<file path="src/bks_pkg.sv">
// ----------------------------------------------------------------------------
// bks_pkg: shared types and constants for the banner keyword scanner
// Keyword table, limits and the input item type used by every stage.
// ----------------------------------------------------------------------------
package bks_pkg;

  localparam int MAX_BANNER_BYTES = 255;
  localparam int KEYWORD_COUNT    = 8;
  localparam int WINDOW_BYTES     = 13;

  localparam int KW_TOTAL   = 8;
  localparam int KW_MAX     = 13;
  localparam int HIST_DEPTH = WINDOW_BYTES - 1;
  localparam int CNT_W      = $clog2(MAX_BANNER_BYTES + 1);
  localparam int IDX_W      = 3;
  localparam int LEN_W      = $clog2(KW_MAX + 1);

  // String literals are right justified: the final character sits in bits [7:0]
  localparam logic [KW_MAX*8-1:0] KW_STR [KW_TOTAL] = '{
    "meterpreter",
    "netbus",
    "back orifice",
    "sub7",
    "cobalt strike",
    "empire",
    "pupy",
    "quasar rat"
  };

  localparam logic [LEN_W-1:0] KW_LEN [KW_TOTAL] = '{
    LEN_W'(11), LEN_W'(6), LEN_W'(12), LEN_W'(4),
    LEN_W'(13), LEN_W'(6), LEN_W'(4),  LEN_W'(10)
  };

  typedef struct packed {
    logic [7:0] byte_value;
    logic       byte_present;
    logic       last_byte;
  } bks_item_t;

  typedef logic [7:0] bks_char_t;

  function automatic bks_char_t fold_lower(input bks_char_t c);
    if (c >= 8'h41 && c <= 8'h5a) begin
      return c + 8'd32;
    end
    return c;
  endfunction

endpackage

</file>
<file path="src/bks_in_stage.sv">
// ----------------------------------------------------------------------------
// bks_in_stage: input register
// Captures one stream transfer per cycle unless stalled; holds it until taken.
// ----------------------------------------------------------------------------
module bks_in_stage (
  input  logic               clk,
  input  logic               rst,
  input  logic               s_axis_tvalid,
  output logic               s_axis_tready,
  input  logic [7:0]         s_axis_tdata,
  input  logic               s_axis_tuser,
  input  logic               s_axis_tlast,
  input  logic               advance,
  output logic               item_vld,
  output bks_pkg::bks_item_t item
);
  import bks_pkg::*;

  // Register is free when empty or when the held item moves on this cycle
  assign s_axis_tready = !item_vld || advance;

  always_ff @(posedge clk) begin
    if (rst) begin
      item_vld <= 1'b0;
    end else if (s_axis_tready) begin
      item_vld <= s_axis_tvalid;
    end
  end

  always_ff @(posedge clk) begin
    if (s_axis_tvalid && s_axis_tready) begin
      item.byte_value   <= s_axis_tdata;
      item.byte_present <= s_axis_tuser;
      item.last_byte    <= s_axis_tlast;
    end
  end

endmodule

</file>
<file path="src/bks_match.sv">
// ----------------------------------------------------------------------------
// bks_match: parallel keyword compare
// Checks every keyword against the current folded byte and the history window.
// ----------------------------------------------------------------------------
module bks_match (
  input  bks_pkg::bks_char_t              cur,
  input  bks_pkg::bks_char_t              hist [bks_pkg::HIST_DEPTH],
  output logic [bks_pkg::KW_TOTAL-1:0]    hit
);
  import bks_pkg::*;

  bks_char_t win [KW_MAX];

  // win[0] is the newest byte, win[i] the byte i positions back
  always_comb begin
    for (int i = 0; i < KW_MAX; i++) begin
      if (i == 0) begin
        win[i] = cur;
      end else if (i <= HIST_DEPTH) begin
        win[i] = hist[(i > 0) ? i - 1 : 0];
      end else begin
        win[i] = 8'h00;
      end
    end
  end

  always_comb begin
    for (int k = 0; k < KW_TOTAL; k++) begin
      hit[k] = (k < KEYWORD_COUNT) && (int'(KW_LEN[k]) <= WINDOW_BYTES) &&
               (KW_LEN[k] != '0);
      for (int i = 0; i < KW_MAX; i++) begin
        if (i < int'(KW_LEN[k]) && win[i] != KW_STR[k][8*i +: 8]) begin
          hit[k] = 1'b0;
        end
      end
    end
  end

endmodule

</file>
<file path="src/banner_keyword_scanner.sv">
// ----------------------------------------------------------------------------
// banner_keyword_scanner: multi keyword search over a byte stream banner
// Folds each byte to lower case, matches eight keywords ending at every byte,
// and reports the lowest matching keyword on the last transfer of a banner.
//
//   port group  dir  tdata / tuser / tlast
//   s_axis      in   tdata[7:0] byte_value, tuser byte_present, tlast last_byte
//   m_axis      out  tdata[0] found, tdata[3:1] word_index, tdata[7:4] zero
//
// One byte per cycle unless a last item waits for the result slot: input
// register, compare and state update, result register.
// Synchronous reset clears all scan state; banners may follow back to back.
// A stalled result holds m_axis; a following last item then waits in the
// input register and holds off every s_axis transfer after it.
// ----------------------------------------------------------------------------
module banner_keyword_scanner (
  input  logic       clk,
  input  logic       rst,
  input  logic       s_axis_tvalid,
  output logic       s_axis_tready,
  input  logic [7:0] s_axis_tdata,   // [7:0] byte_value
  input  logic       s_axis_tuser,   // [0] byte_present
  input  logic       s_axis_tlast,
  output logic       m_axis_tvalid,
  input  logic       m_axis_tready,
  output logic [7:0] m_axis_tdata    // [0] found, [3:1] word_index, [7:4] zero
);
  import bks_pkg::*;

  logic                item_vld;
  bks_item_t           item;
  logic                advance;

  bks_char_t           hist      [HIST_DEPTH];
  bks_char_t           hist_next [HIST_DEPTH];
  logic [KW_TOTAL-1:0] flags, flags_next, flags_upd;
  logic [CNT_W-1:0]    bytes_seen, bytes_seen_next;
  logic                stopped, stopped_next;

  bks_char_t           cur;
  logic [KW_TOTAL-1:0] hit;
  logic                scan;

  logic                res_found;
  logic [IDX_W-1:0]    res_idx;
  logic                out_found;
  logic [IDX_W-1:0]    out_idx;

  bks_in_stage u_in (
    .clk           (clk),
    .rst           (rst),
    .s_axis_tvalid (s_axis_tvalid),
    .s_axis_tready (s_axis_tready),
    .s_axis_tdata  (s_axis_tdata),
    .s_axis_tuser  (s_axis_tuser),
    .s_axis_tlast  (s_axis_tlast),
    .advance       (advance),
    .item_vld      (item_vld),
    .item          (item)
  );

  assign cur = fold_lower(item.byte_value);

  bks_match u_match (
    .cur  (cur),
    .hist (hist),
    .hit  (hit)
  );

  // Only a last item needs the result slot
  assign advance = item_vld && (!item.last_byte || !m_axis_tvalid || m_axis_tready);

  assign scan = item.byte_present && !stopped &&
                (bytes_seen < CNT_W'(MAX_BANNER_BYTES));

  always_comb begin
    flags_upd       = flags;
    bytes_seen_next = bytes_seen;
    stopped_next    = stopped;
    hist_next       = hist;
    if (scan) begin
      if (item.byte_value == 8'h00) begin
        stopped_next = 1'b1;
      end else begin
        flags_upd       = flags | hit;
        bytes_seen_next = bytes_seen + CNT_W'(1);
        for (int i = HIST_DEPTH - 1; i > 0; i--) begin
          hist_next[i] = hist[i-1];
        end
        hist_next[0] = cur;
      end
    end
    flags_next = flags_upd;
    if (item.last_byte) begin
      flags_next      = '0;
      bytes_seen_next = '0;
      stopped_next    = 1'b0;
      for (int i = 0; i < HIST_DEPTH; i++) begin
        hist_next[i] = 8'h00;
      end
    end
  end

  // Lowest set flag wins
  always_comb begin
    res_found = |flags_upd;
    res_idx   = '0;
    for (int k = KW_TOTAL - 1; k >= 0; k--) begin
      if (flags_upd[k]) begin
        res_idx = IDX_W'(k);
      end
    end
  end

  always_ff @(posedge clk) begin
    if (rst) begin
      flags      <= '0;
      bytes_seen <= '0;
      stopped    <= 1'b0;
      for (int i = 0; i < HIST_DEPTH; i++) begin
        hist[i] <= 8'h00;
      end
    end else if (advance) begin
      flags      <= flags_next;
      bytes_seen <= bytes_seen_next;
      stopped    <= stopped_next;
      hist       <= hist_next;
    end
  end

  always_ff @(posedge clk) begin
    if (rst) begin
      m_axis_tvalid <= 1'b0;
    end else if (advance && item.last_byte) begin
      m_axis_tvalid <= 1'b1;
    end else if (m_axis_tready) begin
      m_axis_tvalid <= 1'b0;
    end
  end

  always_ff @(posedge clk) begin
    if (advance && item.last_byte) begin
      out_found <= res_found;
      out_idx   <= res_idx;
    end
  end

  assign m_axis_tdata = {(8 - IDX_W - 1)'(0), out_idx, out_found};

  a_clear_after_last: assert property (@(posedge clk) disable iff (rst)
    advance && item.last_byte |=> flags == '0 && bytes_seen == '0 && !stopped)
    else $error("scan state not cleared after last item");

  a_result_follows_last: assert property (@(posedge clk) disable iff (rst)
    advance && item.last_byte |=> m_axis_tvalid)
    else $error("no result after last item");

  a_count_limit: assert property (@(posedge clk) disable iff (rst)
    bytes_seen <= CNT_W'(MAX_BANNER_BYTES))
    else $error("byte count past limit");

  a_index_zero_when_none: assert property (@(posedge clk) disable iff (rst)
    m_axis_tvalid && !out_found |-> out_idx == '0)
    else $error("nonzero index without a match");

  a_no_advance_into_full: assert property (@(posedge clk) disable iff (rst)
    advance && item.last_byte && m_axis_tvalid |-> m_axis_tready)
    else $error("result overwritten while stalled");

endmodule
</file>
<file path="config.mk">
export PLATFORM = sky130hd
export DESIGN_NAME = banner_keyword_scanner
export DESIGN_NICKNAME = d
export VERILOG_FILES = /design/src/bks_pkg.sv /design/src/bks_in_stage.sv /design/src/bks_match.sv /design/src/banner_keyword_scanner.sv
export SDC_FILE = /design/constraint.sdc
export NUM_CORES = 1
export LEC_CHECK = 0
export BUFFER_PORTS_ARGS = -buffer_cell sky130_fd_sc_hd__buf_4
export CORE_AREA = 2 2 107 109
export CTS_CLUSTER_DIAMETER = 40
export CTS_CLUSTER_SIZE = 8
export DETAILED_ROUTE_END_ITERATION = 16
export DIE_AREA = 0 0 109 111
export GPL_TIMING_DRIVEN = 0
export PLACE_DENSITY = 0.69
export SLEW_MARGIN = 20
export SYNTH_ARGS = -nofsm -noshare
export SYNTH_HDL_FRONTEND = slang
export SYNTH_SLANG_ARGS = --single-unit
export TNS_END_PERCENT = 1
</file>
<file path="constraint.sdc">
create_clock -name clk -period 2.6 [get_ports clk]
set_input_delay 0.39 -clock clk [delete_from_list [all_inputs] [get_ports clk]]
set_output_delay 0.39 -clock clk [all_outputs]
set_load 0.005 [all_outputs]
</file>
## Word level (Yosys, flattened, before mapping)

Index checks and enable logic that the tools add are counted.
Widths: inputs -> output; s select.

| cells by class | value |
|---|---|
| $add $sub $neg | 2 |
| multipliers | 0 |
| divide/modulo/power cells | 0 |
| magnitude comparators | 3 |
| eq/ne operators | 60 |
| shift-type cells | 0 |
| mux-type cells | 88 |
| bitwise logic cells | 1 |
| reductions and logical operators | 22 |

Operators by type and width:

| kind | count |
|---|---|
| $ne 8x7->1 const B | 55 |
| $mux 96 | 3 |
| $mux 1 | 71 |
| $mux 8 | 8 |
| $ne 8x6->1 const B | 4 |
| $mux 3 | 4 |
| $add 8x1->8 const B | 1 |
| $add 8x6->8 const B | 1 |
| $ge 8x7->1 const B | 1 |
| $le 8x7->1 const B | 1 |
| $logic_not 8->1 | 1 |
| $lt 8x8->1 const B | 1 |
| $or 8x8->8 | 1 |
| $reduce_or 8->1 | 1 |
| $logic_and 1x1->1 | 6 |
| $reduce_and 3->1 | 2 |
| $reduce_bool 2->1 | 3 |
| $logic_not 1->1 | 4 |
| $mux 2 | 2 |
| $reduce_or 4->1 | 1 |
| $logic_or 1x1->1 | 3 |
| $ne 2x1->1 const B | 1 |
| $reduce_or 2->1 | 1 |

| word-level totals | value |
|---|---|
| flip-flop bits (word level) | 129 |
| bits in latches | 0 |
| bits in writable memories | 0 |
| bits in read-only memories | 0 |
| output and inout port bits | 10 |
| word-level logic and storage cells | 200 |
| memories kept | 0 |

## Longest topological paths before layout

Gate-level depths: netlist of the first run.

| depth | value |
|---|---|
| depth after elaboration | 28 |
| mapped depth | 9 |
| gate-level depth less buffers | 9 |

## By module

Synthesis of the first run repeated with hierarchy kept, for this count alone.

| second synthesis, totals | value |
|---|---|
| cells, all modules | 696 |
| area total of the unflattened synthesis | 5926.9 µm² |

By module, submodules not included:

| module | times used | cells each | area each (µm²) |
|---|---|---|---|
| banner_keyword_scanner | 1 | 577 | 4775.8 |
| bks_match | 1 | 104 | 795.8 |
| bks_in_stage | 1 | 15 | 355.3 |

## Worst setup path after synthesis of the first run

Ideal clock, no wire load.

| timing | value |
|---|---|
| path kind | register to register |
| from | register u_in.item[7] (netlist name) |
| to | register out_found, data pin |
| library setup time | 0.256 ns |
| arrival time | 2.153 ns |
| required time | 2.344 ns |
| setup slack | 0.190 ns |
| cell stages (with the launch flop) | 9 |
| path through | edfxtp_1 -> ha_1 -> or3_1 -> o21ai_0 -> and4bb_2 -> a41o_2 -> nor2_1 -> nand3_1 -> nand2b_1 |

| between the ends | value |
|---|---|
| cells in the longest elaborated chain, start to end | 22 |

RTL lines:

| element | line | RTL |
|---|---|---|
| $ge 8x7->1 / $le 8x7->1 (equally long branches) | bks_pkg.sv:44 | `if (c >= 8'h41 && c <= 8'h5a) begin` |
| $logic_and 1x1->1 | bks_pkg.sv:44 |  |
| $mux 1 | bks_pkg.sv:44 |  |
| $mux 8 | bks_pkg.sv:47 | `return c;` |
| $ne 8x7->1 | bks_match.sv:32 | `if (i < int'(KW_LEN[k]) && win[i] != KW_STR[k][8*i +: 8]) begin` |
| $mux 1 (13 in a row) | bks_match.sv:32 |  |
| $or 8x8->8 | banner_keyword_scanner.sv:85 | `flags_upd = flags \| hit;` |
| $mux 8 (*) | banner_keyword_scanner.sv:82 | `if (item.byte_value == 8'h00) begin` |
| $mux 8 (*) | banner_keyword_scanner.sv:81 | `if (scan) begin` |
| $reduce_or 8->1 (*) | banner_keyword_scanner.sv:106 | `res_found = \|flags_upd;` |
| via res_found | banner_keyword_scanner.sv:44 | `logic res_found;` |
| end signal: assignment | banner_keyword_scanner.sv:143 | `out_found <= res_found;` |
| end: declaration | banner_keyword_scanner.sv:46 | `logic out_found;` |

Mark *: on every way through the listed nets, which the timed path passes. The rest lies on a longest branch. The select of a mux whose other input is x is not followed.
A chain may end at the register's enable or synchronous reset.

## Worst setup path in the final report of the first run

| timing | value |
|---|---|
| from | register u_in.item[7] (netlist name) |
| to | register out_found, data pin |

| between the ends | value |
|---|---|
| cells in the longest elaborated chain, start to end | 22 |

RTL lines:

| element | line |
|---|---|
| $ge 8x7->1 / $le 8x7->1 (equally long branches) | bks_pkg.sv:44 |
| $logic_and 1x1->1 | bks_pkg.sv:44 |
| $mux 1 | bks_pkg.sv:44 |
| $mux 8 | bks_pkg.sv:47 |
| $ne 8x7->1 | bks_match.sv:32 |
| $mux 1 (13 in a row) | bks_match.sv:32 |
| $or 8x8->8 | banner_keyword_scanner.sv:85 |
| $mux 8 (*) | banner_keyword_scanner.sv:82 |
| $mux 8 (*) | banner_keyword_scanner.sv:81 |
| $reduce_or 8->1 (*) | banner_keyword_scanner.sv:106 |
| via res_found | banner_keyword_scanner.sv:44 |

Marks and branches as above.

==> out/qor.yml, run 1 <==
yosys:
  yosysMostFrequentCell: "nor2_1"
  yosysWarnings: 0
  ys_seq_area_share_pct: 50.37
  syn_inst: 582
  yosysTopAreaCell: "dfxtp_1"
  synth_top_area_share_pct: 42.59
  synth.avg_cell_area_sq_um: 9.287
  async_flop_share_pct: 0
  synth_common_cells: "nor2_1 (136), dfxtp_1 (115), a22oi_1 (94), clkbuf_1 (23), nand2_1 (19)"
  synth_flop_cell: "dfxtp_1"
  ys_seq_elements: 129
  synth_area_sq_um: 5405
  synth-edff-count: 14
  yosysUniqueCellTypes: 60
  yosys-top-cells-area: "dfxtp_1 (43%), a22oi_1 (13%), nor2_1 (9.4%)"
routing:
  vias: 4746
  antenna_left: 0
  wire_per_inst_um: 18.33
  drc: 0
  routed_wl_um: 14340
  drt_first_pass_iters: 5
  vias_per_cell: 6.069
  drt_iter0_drc: 394
die:
  rows: 39
  core_sq_um: 11080
  io-pin-count: 24
  initial_core_util_pct: 48.80
  dieWidth_um: 109
  die-height_um: 111
  dieArea_sq_um: 12100
sta:
  slew_violations: 0
  finalCriticalPeriod_ns: 2.580
  slew-limit-headroom_pct: 54.28
  finalClockSkew_ns: 0.007487
  fin_crit_sh_pct: 99.22
  tightest_slew_ns: 0.6837
  rsz0062_at_grt: "true"
  max_freq_ghz: 0.3876
  setup_tns_ns: 0
  whs_ns: 0.1379
  setup-violations-final: 0
  hold_viol_final: 0
clock_tree:
  cts_sinks: 129
  root_buffer: "clkbuf_16"
  numCtsBuffers: 17
  clk_pin_slew_worst_paths_ns: 0.06
  tritoncts: "built"
  clock_path_buffers: 2
  htreeDepth: 4
  postCtsHoldBufs: 0
  worstSkewPairLatency_ns: 0.42
global_route:
  gr-usage-all-layers_pct: 25.02
  grt_pass1_vias: 4513
  grt_overflow: 0
  grt_antenna_before_repair: 0
  grt_pass1_wl_um: 23180
  grt_max_degree: 17
setup_path:
  critical_path_buf_inv_count: 0
  max_stage_delay_ns: 0.46
  arrival_ns: 2.76
  crit_fanout: 6
  cp.required_ns: 2.78
  crit_family: "simple AND/OR/NAND/NOR gates"
  reg2reg_to: "out_found"
  path_class: "reg -> reg"
  critPathSlowestCell: "edfxtp_1"
  crit_path_start_kind: "flip-flop"
  critPathLaunch: "u_in.item[7]"
  worstSetupPathDepth: 8
  path_cells: "ha_1 > or3_1 > o21ai_1 > nor2_1 > and3_1 > a31oi_1 > nand3_1 > nand2b_1"
  reg2reg_slack_ns: 0.02
  rr_worst_depth: 8
  endpoint: "out_found"
  reg2reg_from: "u_in.item[7]"
  crit_path_end_kind: "flip-flop"
placed_design:
  placed_cells: 747
  place_area_sq_um: 5738
  port_buffers: 19
  hpwl_um: 10200
  gp_congestion: 0.9182
finish:
  diodes: 0
  stdcell_count: 782
  design_area_sq_um: 6424
  drive_gt1_share_pct: 15.18
  multi_input_area_sq_um: 2517
  fillCellCount: 974
  area_growth_syn_to_layout_pct: 18.84
  regArea_sq_um: 2723
  fin_nets: 642
power:
  p_leak_uw: 0.002283
  p_per_area_nw_per_um2: 730.3
  irDropWorstVdd_mv: 0.6090
  fin_total_pwr_uw: 4691
hold_path:
  min_path_type: "in -> reg"
run_status:
  run_status: "finished, final reports clean"
flow_run:
  drv_cap: 0
cell usage in the layout (no fill, tap or decap), drive strengths merged, types with 4 or more instances in the layout:
cell,count
nor2b,6
a22oi,94
nand4b,8
nor4,10
nor4b,7
a21oi,7
inv,8
a31oi,5
nand4,15
o21ai,12
clkinv,4
nor4bb,5
dfxtp,115
clkbuf,43
and4,5
nand2,19
conb,4
nand3,9
edfxtp,14
nor2,136
buf,40
nor3,15
stage by stage:
stage / util (%) / worst slack (ns)
3_3_place_gp: 51.80 / -0.1357
4_1_cts: 57.56 / -0.02721
3_5_place_dp: 51.80 / -0.2170
5_1_grt: 57.99 / -0.08064
6_report: 57.99 / 0.02029
2_1_floorplan: - / 0.1903
repair_timing:
item	4_1_cts	5_1_grt
setup buffers	0	3
pin swaps	0	2
gates resized for setup	5	5
endpoints found under the setup margin	92	95
sequential cells by signal, indices dropped and copies added, names as in the netlist:
name and cells:
bytes_seen 8, flags 8, hist 96, m_axis_tvalid 1
out_found 1, out_idx 3, stopped 1, u_in.item 10
u_in.item_vld 1
metal layers:
metal	vias to the layer above	share of wire (%)	global-route usage, %
met5	-	0	0
met4	0	2.1	8.974
met3	29	7.5	7.113
met2	177	47	38.34
met1	2292	43	33.52
li1	2248	-	-
layout make-up:
type	count	area share (%)
buffer	41	3.097
clock buffer	20	7.285
clock inverter	12	2.396
inverter	5	0.2922
multi-input combinational	410	39.19
sequential	129	42.38
tap	143	2.785
timing repair buffer	22	2.571
how the worst min path moves through the flow:
stage	slack [ns]	endpoint	cells past startpoint	startpoint
finish	0.14	u_in.item[2]	1	s_axis_tdata[0]
CTS	0.13	u_in.item[2]	1	s_axis_tdata[0]
floorplan	0.44	stopped	2	stopped
global placement	0.46	stopped	2	stopped
global route	0.13	u_in.item[2]	1	s_axis_tdata[0]
detailed placement	0.48	stopped	2	stopped
where the power goes:
group	switching [uW]	leakage (uW)	internal [uW]
clock	883	0.000302	1590
combinational	116	0.000912	55.6
sequential	18.2	0.00107	2030
kinds of logic after synthesis:
logic type,after synthesis,synth area share [%]
mux,1,0.1852
compound gates,133,18.40
buf+inv,46,3.958
other cells,1,0.06938
simple gates,265,25.74
flops,129,50.37
fa+ha+maj,2,0.4629
xor+xnor,5,0.8103
Note: power is estimated with default switching activity, not from simulation.
==> run 2: changes to the inputs <==
Clock period 2.6 ns to 2.7 ns, I/O delays scaled along.
==> out/qor.yml, run 2 (synthesis results as in run 1) <==
routing:
  vias_per_cell: 6.049  # -0.34%
  routed_wl_um: 14270  # -0.44%
  drt_iter0_drc: 439  # +11%
  drc: 0  # unchanged
  wire_per_inst_um: 18.25  # -0.44%
  drt_first_pass_iters: 5  # unchanged
  antenna_left: 0  # unchanged
  vias: 4730  # -0.34%
finish:
  design_area_sq_um: 6427  # about the same
  fin_nets: 642  # unchanged
  area_growth_syn_to_layout_pct: 18.91  # about the same
  fillCellCount: 970  # -0.41%
  diodes: 0  # unchanged
  top_register: "hist"
  reg_top3: "hist x96, u_in.item x10"
  largest_register_ffs: 96  # unchanged
  drive_gt1_share_pct: 15.34  # +0.16 points
  final_cell_mix: "nor2_1 (136), dfxtp_1 (115), a22oi_1 (94), buf_4 (27), clkbuf_1 (23)"
  final_common_cell: "nor2_1"
die:
  io-pin-count: 24  # unchanged
  dieWidth_um: 109  # unchanged
  rows: 39  # unchanged
  initial_core_util_pct: 48.80  # unchanged
  die-height_um: 111  # unchanged
  core_sq_um: 11080  # unchanged
  dieArea_sq_um: 12100  # unchanged
run_status:
  run_status: "finished, final reports clean"
power:
  switching_power_uw: 976.7  # -4.0%
  p_clk_share_pct: 52.7  # about the same
  internal-power_uw: 3537  # -3.7%
  fin_total_pwr_uw: 4514  # -3.8%
  p_leak_uw: 0.002284  # about the same
  p_seq_share_pct: 43.6  # about the same
  switching_share_pct: 21.64  # -0.056 points
  p_per_area_nw_per_um2: 702.2  # -3.8%
  irDropWorstVdd_mv: 0.5904  # -3.0%
  p_comb_share_pct: 3.7  # about the same
global_route:
  grt_overflow: 0  # unchanged
  grt_pass1_wl_um: 23180  # unchanged
  grt_max_degree: 17  # unchanged
  grt_pass1_vias: 4513  # unchanged
  gr-usage-all-layers_pct: 25.02  # unchanged
  grt_antenna_before_repair: 0  # unchanged
sta:
  slew-limit-headroom_pct: 53.89  # -0.38 points
  finalClockSkew_ns: 0.007748  # +0.0002615 ns
  hold_viol_final: 0  # unchanged
  slew_violations: 0  # unchanged
  tightest_slew_ns: 0.6894  # +0.005738 ns
  rsz0062_at_grt: "true"
  setup-violations-final: 0  # unchanged
  max_freq_ghz: 0.3872  # -0.11%
  fin_crit_sh_pct: 95.65  # -3.6 points
  finalCriticalPeriod_ns: 2.583  # +0.002879 ns
setup_path:
  cp.required_ns: 2.88  # +0.10 ns
  critical_path_buf_inv_count: 0  # unchanged
  max_stage_delay_ns: 0.46  # about the same
  crit_fanout: 6  # unchanged
  critPathSlowestCell: "edfxtp_1"
  reg2reg_from: "u_in.item[7]"
  crit_path_start_kind: "flip-flop"
  critPathLaunch: "u_in.item[7]"
  path_class: "reg -> reg"
  arrival_ns: 2.76  # about the same
  reg2reg_to: "out_found"
  crit_path_end_kind: "flip-flop"
  rr_worst_depth: 8  # unchanged
  worstSetupPathDepth: 8  # unchanged
  crit_family: "simple AND/OR/NAND/NOR gates"
  path_cells: "ha_1 > or3_1 > o21ai_2 > and4bb_2 > a41o_2 > nor2_1 > nand3_1 > nand2b_1"
  reg2reg_slack_ns: 0.12  # +0.10 ns
placed_design:
  hpwl_um: 10200  # unchanged
  port_buffers: 19  # unchanged
  gp_congestion: 0.9182  # unchanged
  place_area_sq_um: 5738  # unchanged
flow_run:
  drv_cap: 0  # unchanged
hold_path:
  holdPathEnd: "u_in.item[2]"
  holdPathStages: 1  # unchanged
  min_path_type: "in -> reg"
  hp-start: "s_axis_tdata[0]"
clock_tree:
  cts_sinks: 129  # unchanged
  tritoncts: "built"
  clk_pin_slew_worst_paths_ns: 0.06  # about the same
  worstSkewPairLatency_ns: 0.42  # about the same
  root_buffer: "clkbuf_16"
  htreeDepth: 4  # unchanged
  clock_path_buffers: 2  # unchanged
  numCtsBuffers: 17  # unchanged
==> run 2: cell counts in the layout (fill, tap and decap cells not counted) <==
Identical to the previous run, type by type.
==> run 2: metal layers <==
metal	routed length, um	vias to the layer above	GRT usage (%)
met1	6183	2236	33.52
li1	-	2242	-
met2	6628	215	38.34
met3	1109	37	7.113
met4	353	0	8.974
met5	0	-	0
==> run 2: layout make-up <==
| class | instances | area, sq um | area share, % |
|---|---|---|---|
| multi-input cells | 410 | 2524 | 39.26 |
| repair buffers | 22 | 165.2 | 2.570 |
| flip-flops and latches | 129 | 2723 | 42.36 |
| plain buffers | 41 | 196.4 | 3.056 |
| well taps | 143 | 178.9 | 2.784 |
| clock inverters | 12 | 153.9 | 2.394 |
| inverters | 5 | 18.77 | 0.2920 |
| clock buffers | 20 | 467.9 | 7.281 |
==> run 2: worst max path at each step <==
stage,endpoint
floorplan,out_found
global placement,hist[90]
detailed placement,hist[83]
CTS,out_found
global route,out_idx[0]
finish,out_found
==> run 2: power by group through the flow <==
stage                     clock network, uW  logic, uW  registers [uW]
after floorplan                           0        104            2000
after global placement                    0        151            2010
after detailed placement                  0        155            2010
after CTS                              2410        158            1970
after global routing                   2490        181            1970
final                                  2380        165            1970
==> run 2: timing repair <==
item	in CTS	in global routing
endpoints found under the setup margin	25	86
pin swaps	0	1
setup buffers	0	3
hold endpoints to repair	0	0
hold buffers	0	0
resized for setup	3	6
==> run 2: per-stage QoR <==
step	setup TNS [ns]	std cells	setup WS (ns)	utilization, %	hold WS [ns]
final	0	782	0.1174	58.03	0.1538
after global routing	-0.01871	782	-0.01871	58.03	0.1431
after CTS	0	779	0.02303	57.56	0.1434
after detailed placement	-1.763	747	-0.1170	51.80	0.4827
after global placement	-0.3109	747	-0.03568	51.80	0.4590
after floorplan	0	585	0.2903	-	0.4374
==> run 3: changes to the inputs <==
Settings changed: CORE_AREA 2 2 107 109 to 2 2 98 100, DIE_AREA 0 0 109 111 to 0 0 100 102, PLACE_DENSITY 0.69 to 0.8.
==> out/qor.yml, run 3 (synthesis results as in run 1) <==
finish:
  largest_register_ffs: 96  # unchanged
  reg_top3: "hist x96, u_in.item x10"
  top_register: "hist"
  fillCellCount: 682  # -30%
  multi_input_area_sq_um: 2541  # +0.69%
  diodes: 0  # unchanged
  drive_gt1_share_pct: 15.91  # +0.58 points
  fin_nets: 644  # +0.31%
  final_common_cell: "nor2_1"
  final_core_util_pct: 69.84  # +12 points
  final_cell_mix: "nor2_1 (136), dfxtp_1 (115), a22oi_1 (94), buf_4 (29), clkbuf_1 (23)"
  area_growth_syn_to_layout_pct: 17.69
  regArea_sq_um: 2723  # unchanged
clock_tree:
  numCtsBuffers: 17  # unchanged
  cts_sinks: 129  # unchanged
  clk_pin_slew_worst_paths_ns: 0.06  # about the same
  htreeDepth: 4  # unchanged
  worstSkewPairLatency_ns: 0.52  # +0.10 ns
  clock_path_buffers: 2  # unchanged
  root_buffer: "clkbuf_8"
  tritoncts: "built"
sta:
  tightest_slew_ns: 0.6704  # -0.01900 ns
  rsz0062_at_grt: "false"
  max_freq_ghz: 0.3839  # -0.86%
  fin_crit_sh_pct: 96.48  # +0.83 points
  finalCriticalPeriod_ns: 2.605  # +0.02234 ns
  setup-violations-final: 0  # unchanged
  slew-limit-headroom_pct: 55.31  # +1.4 points
  slew_violations: 0  # unchanged
  hold_viol_final: 0  # unchanged
  finalClockSkew_ns: 0.01221  # +0.004465 ns
  setup_tns_ns: 0  # unchanged
global_route:
  gr-usage-all-layers_pct: 29.50  # +4.5 points
  grt_pass1_wl_um: 23250  # +0.27%
  grt_overflow: 0  # unchanged
  grt_antenna_before_repair: 0  # unchanged
  grt_max_degree: 17  # unchanged
  grt_pass1_vias: 4563  # +1.1%
power:
  p_leak_uw: 0.002266  # -0.75%
  p_per_area_nw_per_um2: 673.4  # -4.1%
  fin_total_pwr_uw: 4284  # -5.1%
  irDropWorstVdd_mv: 0.4692  # -21%
routing:
  routed_wl_um: 14480  # +1.5%
  drt_iter0_drc: 581  # +32%
  drc: 0  # unchanged
  drt_first_pass_iters: 6  # +1
  wire_per_inst_um: 19.26  # +5.5%
  antenna_left: 0  # unchanged
  vias: 4905  # +3.7%
  vias_per_cell: 6.523  # +7.8%
hold_path:
  min_path_type: "in -> reg"
  holdPathStages: 1  # unchanged
run_status:
  run_status: "finished, final reports clean"
setup_path:
  arrival_ns: 3.05  # +0.29 ns
  crit_fanout: 10  # +4
  rr_worst_depth: 7  # -1
  crit_path_end_kind: "flip-flop"
  path_class: "reg -> reg"
  crit_path_start_kind: "flip-flop"
  cp.required_ns: 3.15  # +0.27 ns
die:
  initial_core_util_pct: 59.34  # +11 points
  core_sq_um: 9109  # -18%
  dieArea_sq_um: 10200  # -16%
  io-pin-count: 24  # unchanged
  rows: 35  # -10%
  dieWidth_um: 100  # -8.3%
  die-height_um: 102  # -8.1%
flow_run:
  drv_cap: 0  # unchanged
placed_design:
  hpwl_um: 10160  # -0.44%
  gp_congestion: 0.9608  # +4.6%
  port_buffers: 19  # unchanged
## run 3: critical path, stage by stage, from the launching register on
cell and delay [ns]:
edfxtp_1 0.52, nor2_1 0.14, and3_2 0.26, nor4b_4 0.58
clkbuf_1 0.49, buf_2 0.33, a22oi_1 0.11, nor2_1 0.11
## run 3: area by class of cell
class                      instances  area share, %
timing repair buffer              24          2.832
clock inverter                    12          1.672
multi-input combinational        410          39.95
sequential                       129          42.80
inverter                           5         0.2950
tap                              111          2.183
clock buffer                      20          7.179
buffer                            41          3.088
## run 3: layer usage
metal	share of wire, %	GRT usage (%)	vias to the layer above
met5	0	0	-
met4	2.7	11.91	0
met1	43	40.00	2342
li1	-	-	2242
met3	8.5	7.524	46
met2	46	45.53	275
## run 3: per-stage QoR
stage          cell area (sq um)  cells  hold WS, ns  setup WS [ns]
2_1_floorplan               5416    585       0.4374         0.2903
3_3_place_gp                5698    715       0.4584        0.03198
3_5_place_dp                5698    715       0.4684       -0.04367
4_1_cts                     6277    747      0.03614        0.01050
5_1_grt                     6361    752      0.03377       0.008920
6_report                    6361    752      0.05785        0.09508
## run 3: path summary, 6_finish.rpt
kind / startpoint / endpoint / slack, ns
max reg2reg: u_in.item[4] / hist[73] / 0.1
max: u_in.item[4] / hist[73] / 0.1
min: s_axis_tlast / u_in.item[0] / 0.06
min reg2reg: hist[93] / hist[93] / 0.49
## run 3: repair_timing
action                     in CTS  in global routing
buffers inserted                0                  5
gates resized for setup         4                  7
hold buffers                    0                  0
cloned                          0                  0
setup endpoints to repair      22                  2
pin swaps                       0                  2
## run 3: power breakdown
group	leakage, uW	switching (uW)	total [uW]	internal (uW)
registers	0.00107	17.1	1970	1950
clock network	0.000276	848	2150	1300
logic	0.000921	113	168	55.4
